--- config.mk ---
export PLATFORM = sky130hd
export DESIGN_NAME = date_difference_counter_core
export DESIGN_NICKNAME = d
export VERILOG_FILES = /design/src/rtl/ddc_pkg.sv /design/src/rtl/ddc_mul.sv /design/src/rtl/date_difference_counter_core.sv
export SDC_FILE = /design/constraint.sdc
export NUM_CORES = 1
export LEC_CHECK = 0
export BUFFER_PORTS_ARGS = -buffer_cell sky130_fd_sc_hd__buf_2
export CORE_MARGIN = 5
export CORE_UTILIZATION = 50
export CTS_BUF_LIST = sky130_fd_sc_hd__clkbuf_4 sky130_fd_sc_hd__clkbuf_8
export DETAILED_ROUTE_END_ITERATION = 12
export PLACE_DENSITY = 0.79
export SKIP_LAST_GASP = 1
export SLEW_MARGIN = 20
export SYNTH_ARGS = -nofsm -noshare
export SYNTH_HDL_FRONTEND = slang
export SYNTH_SLANG_ARGS = --single-unit
--- constraint.sdc ---
create_clock -name clk -period 12.2 [get_ports clk]
set_input_delay 2.44 -clock clk [delete_from_list [all_inputs] [get_ports clk]]
set_output_delay 2.44 -clock clk [all_outputs]
set_load 0.02 [all_outputs]
--- src/rtl/ddc_pkg.sv ---
`timescale 1ns / 1ps
// ----------------------------------------------------------------------------
// ddc_pkg
// Types, constants and calendar tables shared by the date difference counter.
// ----------------------------------------------------------------------------
package ddc_pkg;

  localparam int DAY_W    = 5;
  localparam int MONTH_W  = 4;
  localparam int YEAR_W   = 14;
  localparam int COUNT_W  = 22;

  // shared multiplier operand and product widths
  localparam int MUL_A_W  = 14;
  localparam int MUL_B_W  = 13;
  localparam int PROD_W   = 27;

  // quotient by 100 of a year fits in 8 bits (at most 99)
  localparam int QUOT_W   = 8;
  localparam int DOY_W    = 9;

  localparam logic [YEAR_W-1:0]  MIN_YEAR   = 14'd1;
  localparam logic [YEAR_W-1:0]  MAX_YEAR   = 14'd9999;
  localparam logic [MONTH_W-1:0] FIRST_MONTH = 4'd1;
  localparam logic [MONTH_W-1:0] LAST_MONTH = 4'd12;
  localparam logic [MONTH_W-1:0] FEBRUARY   = 4'd2;
  localparam logic [DAY_W-1:0]   FIRST_DAY  = 5'd1;

  // y / 100 == (y * RECIP_100) >> RECIP_SHIFT for every y below 10000
  localparam logic [MUL_B_W-1:0] RECIP_100    = 13'd5243;
  localparam int                 RECIP_SHIFT  = 19;
  localparam logic [MUL_B_W-1:0] CENTURY      = 13'd100;
  localparam logic [MUL_B_W-1:0] DAYS_PER_YEAR = 13'd365;

  localparam logic [COUNT_W-1:0] MAX_COUNT = 22'd3652059;

  typedef enum logic [2:0] {
    ST_IDLE,
    ST_MULQ,   // issue y * reciprocal of 100
    ST_MULR,   // take y / 100, issue (y / 100) * 100
    ST_MULN,   // resolve leap year and century count, issue (y - 1) * 365
    ST_SUM1,   // year part of the ordinal
    ST_SUM2,   // month and day part of the ordinal
    ST_DIFF    // difference of the two ordinals
  } state_t;

  function automatic logic [DAY_W-1:0] month_length(input logic [MONTH_W-1:0] m,
                                                    input logic leap);
    logic [DAY_W-1:0] len;
    case (m)
      4'd2:                       len = leap ? 5'd29 : 5'd28;
      4'd4, 4'd6, 4'd9, 4'd11:    len = 5'd30;
      default:                    len = 5'd31;
    endcase
    return len;
  endfunction

  // days in the months before m of a common year
  function automatic logic [DOY_W-1:0] days_before(input logic [MONTH_W-1:0] m);
    logic [DOY_W-1:0] n;
    case (m)
      4'd2:    n = 9'd31;
      4'd3:    n = 9'd59;
      4'd4:    n = 9'd90;
      4'd5:    n = 9'd120;
      4'd6:    n = 9'd151;
      4'd7:    n = 9'd181;
      4'd8:    n = 9'd212;
      4'd9:    n = 9'd243;
      4'd10:   n = 9'd273;
      4'd11:   n = 9'd304;
      4'd12:   n = 9'd334;
      default: n = 9'd0;
    endcase
    return n;
  endfunction

endpackage

--- src/rtl/ddc_mul.sv ---
`timescale 1ns / 1ps
// ----------------------------------------------------------------------------
// ddc_mul
// Shared registered multiplier: one product per cycle, the product shows in the cycle after its operands.
// ----------------------------------------------------------------------------
module ddc_mul (
  input  logic                        clk,
  input  logic [ddc_pkg::MUL_A_W-1:0] a,
  input  logic [ddc_pkg::MUL_B_W-1:0] b,
  output logic [ddc_pkg::PROD_W-1:0]  prod
);
  import ddc_pkg::*;

  always_ff @(posedge clk) begin
    prod <= PROD_W'(a) * PROD_W'(b);
  end

endmodule

--- src/rtl/date_difference_counter_core.sv ---
`timescale 1ns / 1ps
// ----------------------------------------------------------------------------
// date_difference_counter_core
// Days from a start date to an end date on the proleptic Gregorian calendar.
// ----------------------------------------------------------------------------
// Channel   Direction  Handshake           Payload
// command   in         start, busy         start_day/month/year, end_day/month/year,
//                                          count_end_day
// result    out        done (1-cycle)      day_count
//
// A transaction is taken at a rising edge with start high and busy low.
// Each date is turned into a day ordinal in five steps that share one
// registered multiplier (y/100 by reciprocal, century remainder, 365 * years),
// so the block stays busy through both dates and the difference step, and done pulses in the first cycle after busy.
// One transaction is in flight at a time; a new one may start in the done cycle.
// The result cannot be stalled: done marks day_count for exactly one cycle.
// Synchronous reset drops any transaction in flight and clears done.
// ----------------------------------------------------------------------------
module date_difference_counter_core (
  input  logic                        clk,
  input  logic                        rst,
  input  logic                        start,
  output logic                        busy,
  input  logic [ddc_pkg::DAY_W-1:0]   start_day,
  input  logic [ddc_pkg::MONTH_W-1:0] start_month,
  input  logic [ddc_pkg::YEAR_W-1:0]  start_year,
  input  logic [ddc_pkg::DAY_W-1:0]   end_day,
  input  logic [ddc_pkg::MONTH_W-1:0] end_month,
  input  logic [ddc_pkg::YEAR_W-1:0]  end_year,
  input  logic                        count_end_day,
  output logic                        done,
  output logic [ddc_pkg::COUNT_W-1:0] day_count
);
  import ddc_pkg::*;

  state_t state, state_next;

  // captured transaction; year and month are clamped on capture
  logic [DAY_W-1:0]   day_a, day_b;
  logic [MONTH_W-1:0] month_a, month_b;
  logic [YEAR_W-1:0]  year_a, year_b;
  logic               flag;
  logic               sel;        // 0 while working the start date, 1 for the end date

  logic [QUOT_W-1:0]  quot;       // y / 100
  logic [QUOT_W-1:0]  cent;       // (y - 1) / 100
  logic               leap;
  logic [COUNT_W-1:0] acc;
  logic [COUNT_W-1:0] ord_a;

  logic [MUL_A_W-1:0] mul_a;
  logic [MUL_B_W-1:0] mul_b;
  logic [PROD_W-1:0]  prod;

  logic [DAY_W-1:0]   cur_day;
  logic [MONTH_W-1:0] cur_month;
  logic [YEAR_W-1:0]  cur_year;
  logic [YEAR_W-1:0]  prev_year;
  logic [YEAR_W-1:0]  rem;
  logic [DAY_W-1:0]   len;
  logic [DAY_W-1:0]   day_clamped;
  logic [COUNT_W-1:0] year_part;
  logic [COUNT_W-1:0] ord_total;
  logic [COUNT_W-1:0] diff;

  function automatic logic [YEAR_W-1:0] clamp_year(input logic [YEAR_W-1:0] y);
    logic [YEAR_W-1:0] r;
    if (y < MIN_YEAR)      r = MIN_YEAR;
    else if (y > MAX_YEAR) r = MAX_YEAR;
    else                   r = y;
    return r;
  endfunction

  function automatic logic [MONTH_W-1:0] clamp_month(input logic [MONTH_W-1:0] m);
    logic [MONTH_W-1:0] r;
    if (m < FIRST_MONTH)     r = FIRST_MONTH;
    else if (m > LAST_MONTH) r = LAST_MONTH;
    else                     r = m;
    return r;
  endfunction

  ddc_mul u_mul (
    .clk  (clk),
    .a    (mul_a),
    .b    (mul_b),
    .prod (prod)
  );

  // select the date under work
  assign cur_day   = sel ? day_b   : day_a;
  assign cur_month = sel ? month_b : month_a;
  assign cur_year  = sel ? year_b  : year_a;
  assign prev_year = cur_year - YEAR_W'(1);

  // remainder of y by 100, valid in ST_MULN while prod holds (y / 100) * 100
  assign rem = cur_year - prod[YEAR_W-1:0];

  // 365 * (y-1) + (y-1)/4 - (y-1)/100 + (y-1)/400, valid in ST_SUM1
  assign year_part = prod[COUNT_W-1:0]
                   + COUNT_W'(prev_year >> 2)
                   - COUNT_W'(cent)
                   + COUNT_W'(cent >> 2);

  // clamp the day to its month, then add month and day offsets
  assign len = month_length(cur_month, leap);
  always_comb begin
    if (cur_day < FIRST_DAY) day_clamped = FIRST_DAY;
    else if (cur_day > len)  day_clamped = len;
    else                     day_clamped = cur_day;
  end

  assign ord_total = acc
                   + COUNT_W'(days_before(cur_month))
                   + COUNT_W'(leap && (cur_month > FEBRUARY))
                   + COUNT_W'(day_clamped);

  // acc holds the end ordinal in ST_DIFF
  assign diff = (ord_a < acc) ? (acc - ord_a) : '0;

  // next state
  always_comb begin
    state_next = state;
    case (state)
      ST_IDLE: if (start) state_next = ST_MULQ;
      ST_MULQ: state_next = ST_MULR;
      ST_MULR: state_next = ST_MULN;
      ST_MULN: state_next = ST_SUM1;
      ST_SUM1: state_next = ST_SUM2;
      ST_SUM2: state_next = sel ? ST_DIFF : ST_MULQ;
      ST_DIFF: state_next = ST_IDLE;
      default: state_next = ST_IDLE;
    endcase
  end

  // outputs: handshake and multiplier operands
  always_comb begin
    busy  = (state != ST_IDLE);
    mul_a = cur_year;
    mul_b = RECIP_100;
    case (state)
      ST_MULQ: begin
        mul_a = cur_year;
        mul_b = RECIP_100;
      end
      ST_MULR: begin
        mul_a = MUL_A_W'(prod[RECIP_SHIFT +: QUOT_W]);
        mul_b = CENTURY;
      end
      ST_MULN: begin
        mul_a = prev_year;
        mul_b = DAYS_PER_YEAR;
      end
      default: begin
        mul_a = cur_year;
        mul_b = RECIP_100;
      end
    endcase
  end

  always_ff @(posedge clk) begin
    if (rst) begin
      state <= ST_IDLE;
      done  <= 1'b0;
    end else begin
      state <= state_next;
      done  <= (state == ST_DIFF);
    end
  end

  // datapath registers
  always_ff @(posedge clk) begin
    case (state)
      ST_IDLE: begin
        if (start) begin
          day_a   <= start_day;
          month_a <= clamp_month(start_month);
          year_a  <= clamp_year(start_year);
          day_b   <= end_day;
          month_b <= clamp_month(end_month);
          year_b  <= clamp_year(end_year);
          flag    <= count_end_day;
          sel     <= 1'b0;
        end
      end
      ST_MULR: begin
        quot <= prod[RECIP_SHIFT +: QUOT_W];
      end
      ST_MULN: begin
        // a century year is leap only when divisible by 400
        if (rem == '0) begin
          leap <= (quot[1:0] == 2'b00);
          cent <= quot - QUOT_W'(1);
        end else begin
          leap <= (cur_year[1:0] == 2'b00);
          cent <= quot;
        end
      end
      ST_SUM1: begin
        acc <= year_part;
      end
      ST_SUM2: begin
        acc <= ord_total;
        if (!sel) ord_a <= ord_total;
        sel <= 1'b1;
      end
      ST_DIFF: begin
        day_count <= diff + COUNT_W'(flag);
      end
      default: begin
      end
    endcase
  end

endmodule

==> flow_metrics.env, run 1 <==
export IMPL_status="complete, no violations"
export IMPL_synth_cells=1659
export IMPL_fin_setup_tns_ns=0
export IMPL_initial_core_util_pct=50.6
export IMPL_cts_root_buf="clkbuf_8"
export IMPL_setup_viol=0
export IMPL_hold_buffers=0
export IMPL_post_cts_buffers=0
export IMPL_r2r_setup_slack_ns=4.21
export IMPL_drtIter0Drc=942
export IMPL_synth_edf_count=131
export IMPL_cts_buffer_depth=2
export IMPL_clkLatencyLatePin_ns=0.49
export IMPL_core_area_um2=31500
export IMPL_post_drt_wl_per_cell_um=17.2
export IMPL_antenna_found_initial=1
export IMPL_crit_slowest_cell="edfxtp_1"
export IMPL_cts_tree="yes"
export IMPL_dpl_worst_slack_ns=4.27
export IMPL_max_stage_delay_ns=0.83
export IMPL_synthesis_nets=2018
export IMPL_maxCapViolations=0
export IMPL_synth_xor_area_share_pct=5.94
export IMPL_wl_mm=36.9
export IMPL_netlist_area_um2=15900
export IMPL_rows=65
export IMPL_synth_cell_types=80
export IMPL_crit_family="adder cells"
export IMPL_critPathBufInv=5
export IMPL_end_kind="flip-flop"
export IMPL_drive_gt1_share_pct=9.38
export IMPL_synth_top_family_by_area="adder cells"
export IMPL_async_flop_share_pct=0
export IMPL_worstPathRequired_ns=12.62
export IMPL_critPathLaunchType="flip-flop"
export IMPL_synth_area_per_cell_um2=9.59
export IMPL_yosys_area_share_simple_pct=14.2
export IMPL_nets=2083
export IMPL_path_class="flip-flop to flip-flop"
export IMPL_final_max_slew_viol_count=0
export IMPL_fp_dieW_um=188
export IMPL_synth_seq_cells=162
export IMPL_grt_pass1_vias=12100
export IMPL_fin_crit_sh_pct=65.5
export IMPL_skew_ns=0.0226
export IMPL_area_delta_synth_final_pct=7.35
export IMPL_cp_startpoint="sel$_DFFE_PP_"
export IMPL_synthAdderAreaFrac_pct=29.6
export IMPL_finalCriticalPeriod_ns=7.99
export IMPL_boundaryPins=74
export IMPL_numClockSinks=162
export IMPL_crit_fanout=17
export IMPL_path_clk_slew_ns=0.09
export IMPL_yosysWarnings=0
export IMPL_grt_max_degree=33
export IMPL_setup_slack_ns=4.21
export IMPL_relSlewSlack_pct=37.0
export IMPL_r2r_end="u_mul.prod[26]$_DFF_P_"
export IMPL_ff2ff_path_depth=28
export IMPL_ant_nets=0
export IMPL_grt_pass1_wl_mm=60.9
export IMPL_seq_area_frac_synth_pct=28.6
export IMPL_crit_arrival_ns=8.40
export IMPL_muxShareOfSynthArea_pct=2.19
export IMPL_gpl_final_weighted_congestion=0.986
export IMPL_numCtsBuffers=17
export IMPL_worstMarginPinSlew_ns=0.943
export IMPL_dieArea_um2=35500
export IMPL_endpoint="u_mul.prod[26]$_DFF_P_"
export IMPL_fmax_ghz=0.125
export IMPL_hold_class="flip-flop to flip-flop"
export IMPL_finalHoldViolCount=0
export IMPL_die_height_um=188
export IMPL_vias_per_cell=5.57
export IMPL_grt_usage_pct=21.1
export IMPL_synth_compound_area_share_pct=12.4
export IMPL_drc=0
export IMPL_htree_levels=4
export IMPL_dp_hpwl_mm=30.9
export IMPL_rr_startpoint="sel$_DFFE_PP_"
export IMPL_firstDrtPassIters=6
export IMPL_vias=11900
export IMPL_io_buffer_count=73
export IMPL_rsz0062_at_grt="false"
export IMPL_cts_resized=0
export IMPL_grt_overflow_total=0
export IMPL_cp_num_cells=28
export IMPL_synth_ff_type="edfxtp_1"
-- worst register-to-register path: cells and delay by family, from the launching register on --
kind | cells | cell delay (ns)
AOI/OAI and AO/OA | 8 | 1.98
xor gates and xnor gates | 2 | 0.33
adders and majority gates | 7 | 3.09
buffers and inverters | 5 | 0.32
DFF | 1 | 0.83
muxes | 1 | 0.45
and+or+nand+nor | 5 | 0.92
-- through the flow --
stage	cell area (um2)	utilization (%)	std cells	hold slack, ns
after floorplan	15900	-	1659	0.408
after global placement	16700	53.1	2107	0.545
after detailed placement	16700	53.1	2107	0.570
after CTS	17100	54.3	2139	0.577
after global routing	17100	54.3	2140	0.587
final	17100	54.3	2140	0.571
-- how the worst min path moves through the flow --
stage                     slack, ns  cells past startpoint              startpoint                      to
after global routing           0.59                      0  u_mul.prod[22]$_DFF_P_       quot[3]$_DFFE_PN_
after CTS                      0.58                      1       quot[7]$_DFFE_PN_       cent[7]$_DFFE_PP_
final                          0.57                      1       quot[7]$_DFFE_PN_       cent[7]$_DFFE_PP_
after floorplan                0.41                      0  u_mul.prod[24]$_DFF_P_       quot[5]$_DFFE_PN_
after detailed placement       0.57                      0  u_mul.prod[26]$_DFF_P_       quot[7]$_DFFE_PN_
after global placement         0.55                      1          flag$_DFFE_PP_  day_count[0]$_DFFE_PP_
-- cell usage in the layout (no fill, tap or decap), types with 11 or more instances in the layout --
cell / netlist / final
dfxtp_1: 31 / 31
ha_1: 197 / 197
mux2_2: 14 / 14
o21a_1: 11 / 11
and3_1: 19 / 19
clkbuf_8: 0 / 17
fa_1: 112 / 112
mux2i_1: 19 / 19
nand2b_1: 31 / 31
xnor2_1: 71 / 71
inv_1: 260 / 260
nor3_1: 32 / 32
nand3_1: 26 / 26
xor2_1: 37 / 37
and2_1: 23 / 23
a21o_1: 27 / 27
a211oi_1: 16 / 16
edfxtp_1: 131 / 131
or2_2: 16 / 16
nor2_1: 130 / 128
or3_1: 11 / 11
a21oi_1: 72 / 72
nand2_1: 102 / 102
o21ai_0: 72 / 72
nor2b_1: 17 / 16
o21bai_1: 14 / 14
nor4_1: 13 / 13
buf_2: 8 / 73
-- layout make-up --
class	instances	area (um2)
diodes	1	2.50
clock buffers	18	241
clock inverters	14	126
fillers	2703	14400
inverters	261	980
multi-input cells	1202	10300
flip-flops and latches	162	4550
well taps	402	503
repair buffers	80	418
-- registers in the layout (all words and copies together), names as in the netlist --
name	count
u_mul.prod	27
month_b	4
year_a	14
sel	1
day_a	5
year_b	14
leap	1
cent	8
quot	8
day_count	22
day_b	5
done	1
month_a	4
acc	22
flag	1
ord_a	22
state	3
-- kinds of logic after synthesis --
family	Yosys count
adders and majority gates	309
other	1
xor gates and xnor gates	108
muxes	33
AOI/OAI and AO/OA	296
buffers and inverters	295
DFF	162
and+or+nand+nor	455
-- synthesized netlist by cell type, types with 7 or more instances --
library cell | number | share of area [%]
nor3_1 | 32 | 1.0
a21oi_1 | 72 | 2.3
xnor2_1 | 71 | 3.9
or2_2 | 16 | 0.63
o211ai_1 | 7 | 0.33
and3_1 | 19 | 0.75
buf_2 | 8 | 0.25
nor2b_1 | 17 | 0.67
nor3b_1 | 7 | 0.33
a211oi_1 | 16 | 0.75
o21a_1 | 11 | 0.52
mux2_2 | 14 | 0.99
nand4_1 | 8 | 0.31
dfxtp_1 | 31 | 3.9
ha_1 | 197 | 15
nand3_1 | 26 | 0.82
xor2_1 | 37 | 2.0
mux2i_1 | 19 | 1.2
nor4_1 | 13 | 0.51
a31oi_1 | 9 | 0.35
nand2_1 | 102 | 2.4
o21bai_1 | 14 | 0.66
and2_1 | 23 | 0.90
a21o_1 | 27 | 1.3
o21ai_0 | 72 | 2.3
inv_1 | 260 | 6.1
or3_1 | 11 | 0.43
fa_1 | 112 | 14
a211o_1 | 7 | 0.39
nand2b_1 | 31 | 1.2
nor2_1 | 130 | 3.1
edfxtp_1 | 131 | 25
clkbuf_1 | 24 | 0.57
-- layer usage --
layer | GRT usage [%] | part of all wire, %
met3 | 4.15 | 6.1
met2 | 36.0 | 48
met5 | 0 | 0
met1 | 27.0 | 43
met4 | 7.37 | 3.1
Power of run 1 is not shown: default switching activity piles up to over one toggle a cycle in this logic, so the estimate is an artifact.
==> run 2, diff against run 1 <==
==> constraint.sdc (replaced) <==
create_clock -name clk -period 8.35 [get_ports clk]
set_input_delay 1.67 -clock clk [delete_from_list [all_inputs] [get_ports clk]]
set_output_delay 1.67 -clock clk [all_outputs]
set_load 0.02 [all_outputs]
==> run 2 against run 1 <==
Against the previous run: critical path depth did not move; die area did not move; first-iteration DRC count down 4.1%; global-route usage down 0.62 points; utilization is 0.33 points higher; final area increased by 0.60%; hold slack lost 0.019 ns; clock skew is 0.0027 ns higher.
==> flow_metrics.env, run 2 (same netlist as run 1, synthesis figures left out) <==
export IMPL_status="complete, no violations"
export IMPL_rows=65
export IMPL_die_height_um=188
export IMPL_post_cts_buffers=0
export IMPL_dieArea_um2=35500
export IMPL_numClockSinks=162
export IMPL_grt_pass1_wl_mm=59.4
export IMPL_hold_class="flip-flop to flip-flop"
export IMPL_area_delta_synth_final_pct=7.99
export IMPL_wl_mm=35.8
export IMPL_crit_slowest_cell="fa_1"
export IMPL_fp_dieW_um=188
export IMPL_max_stage_delay_ns=0.54
export IMPL_final_max_slew_viol_count=0
export IMPL_cts_buffer_depth=2
export IMPL_end_kind="flip-flop"
export IMPL_dp_hpwl_mm=30.0
export IMPL_drtIter0Drc=903
export IMPL_fillers=2708
export IMPL_numCtsBuffers=17
export IMPL_antenna_found_initial=0
export IMPL_crit_arrival_ns=8.17
export IMPL_clkLatencyLatePin_ns=0.49
export IMPL_final_common_cell="inv_1"
export IMPL_gpl_final_weighted_congestion=1.01
export IMPL_finalCriticalPeriod_ns=7.75
export IMPL_grt_overflow_total=0
export IMPL_top_register="u_mul.prod"
export IMPL_relSlewSlack_pct=29.7
export IMPL_setup_viol=0
export IMPL_ant_nets=0
export IMPL_vias=12000
export IMPL_critPathLaunchType="flip-flop"
export IMPL_skew_ns=0.0253
export IMPL_grt_usage_pct=20.5
export IMPL_drive_gt1_share_pct=9.71
export IMPL_htree_levels=4
export IMPL_cts_tree="yes"
export IMPL_vias_per_cell=5.61
export IMPL_firstDrtPassIters=6
export IMPL_cts_root_buf="clkbuf_8"
export IMPL_worstPathRequired_ns=8.77
export IMPL_finalHoldViolCount=0
export IMPL_grt_max_degree=33
export IMPL_nets=2087
export IMPL_fin_crit_sh_pct=92.8
export IMPL_path_class="flip-flop to flip-flop"
export IMPL_boundaryPins=74
export IMPL_crit_fanout=6
export IMPL_worstMarginPinSlew_ns=1.05
export IMPL_core_area_um2=31500
export IMPL_initial_core_util_pct=50.6
export IMPL_hold_buffers=0
export IMPL_fin_area_um2=17200
export IMPL_cts_resized=0
export IMPL_post_drt_wl_per_cell_um=16.7
export IMPL_rsz0062_at_grt="false"
export IMPL_maxCapViolations=0
export IMPL_fmax_ghz=0.129
export IMPL_fin_setup_tns_ns=0
export IMPL_grt_pass1_vias=12200
export IMPL_drc=0
export IMPL_most_common_layout_cells="inv_1, ha_1, edfxtp_1"
export IMPL_io_buffer_count=73
export IMPL_largest_register_ffs=27
export IMPL_placed_area_um2=16700
export IMPL_n_antenna_cell=0
export IMPL_path_clk_slew_ns=0.10
## run 2: worst paths after layout
check                              start                      to  slack [ns]  cells past startpoint
setup reg to reg           sel$_DFFE_PP_  u_mul.prod[26]$_DFF_P_        0.60                     28
hold / removal    u_mul.prod[26]$_DFF_P_       quot[7]$_DFFE_PN_        0.55                      0
hold reg to reg   u_mul.prod[26]$_DFF_P_       quot[7]$_DFFE_PN_        0.55                      0
setup / recovery           sel$_DFFE_PP_  u_mul.prod[26]$_DFF_P_        0.60                     28
## run 2: through the flow
stage | std cells | util (%) | hold WS, ns | worst slack, ns
after floorplan | 1659 | - | 0.408 | 1.00
after global placement | 2111 | 53.2 | 0.534 | 0.880
after detailed placement | 2111 | 53.2 | 0.539 | 0.692
after CTS | 2143 | 54.6 | 0.560 | 0.649
after global routing | 2143 | 54.6 | 0.574 | 0.123
final | 2143 | 54.6 | 0.552 | 0.603
## run 2: metal layers
| layer | part of all wire (%) | GRT usage, % | wire length, um |
|---|---|---|---|
| met1 | 41 | 25.8 | 14600 |
| met2 | 48 | 35.2 | 17300 |
| met3 | 7.0 | 3.48 | 2520 |
| met4 | 3.8 | 8.32 | 1350 |
| met5 | 0 | 0 | 0 |
## run 2: worst max-delay path: cells and delay by family (launching register included)
kind / cells / cell delay (ns)
multiplexers: 1 / 0.39
buffers and inverters: 5 / 0.33
AO/OA/AOI/OAI: 8 / 2.03
flip-flops: 1 / 0.48
AND/OR/NAND/NOR: 5 / 0.90
adder cells (fa/ha/maj): 7 / 3.22
XOR/XNOR: 2 / 0.32
## run 2: area by class of cell
| class | instances | area (um2) | share of cell area, % |
|---|---|---|---|
| Timing Repair Buffer | 84 | 448 | 2.61 |
| Multi-Input combinational cell | 1202 | 10300 | 59.7 |
| Clock inverter | 15 | 214 | 1.24 |
| Inverter | 261 | 980 | 5.70 |
| Sequential cell | 162 | 4550 | 26.5 |
| Tap cell | 402 | 503 | 2.93 |
| Clock buffer | 17 | 234 | 1.36 |
Power of run 2 is left out for the same reason.
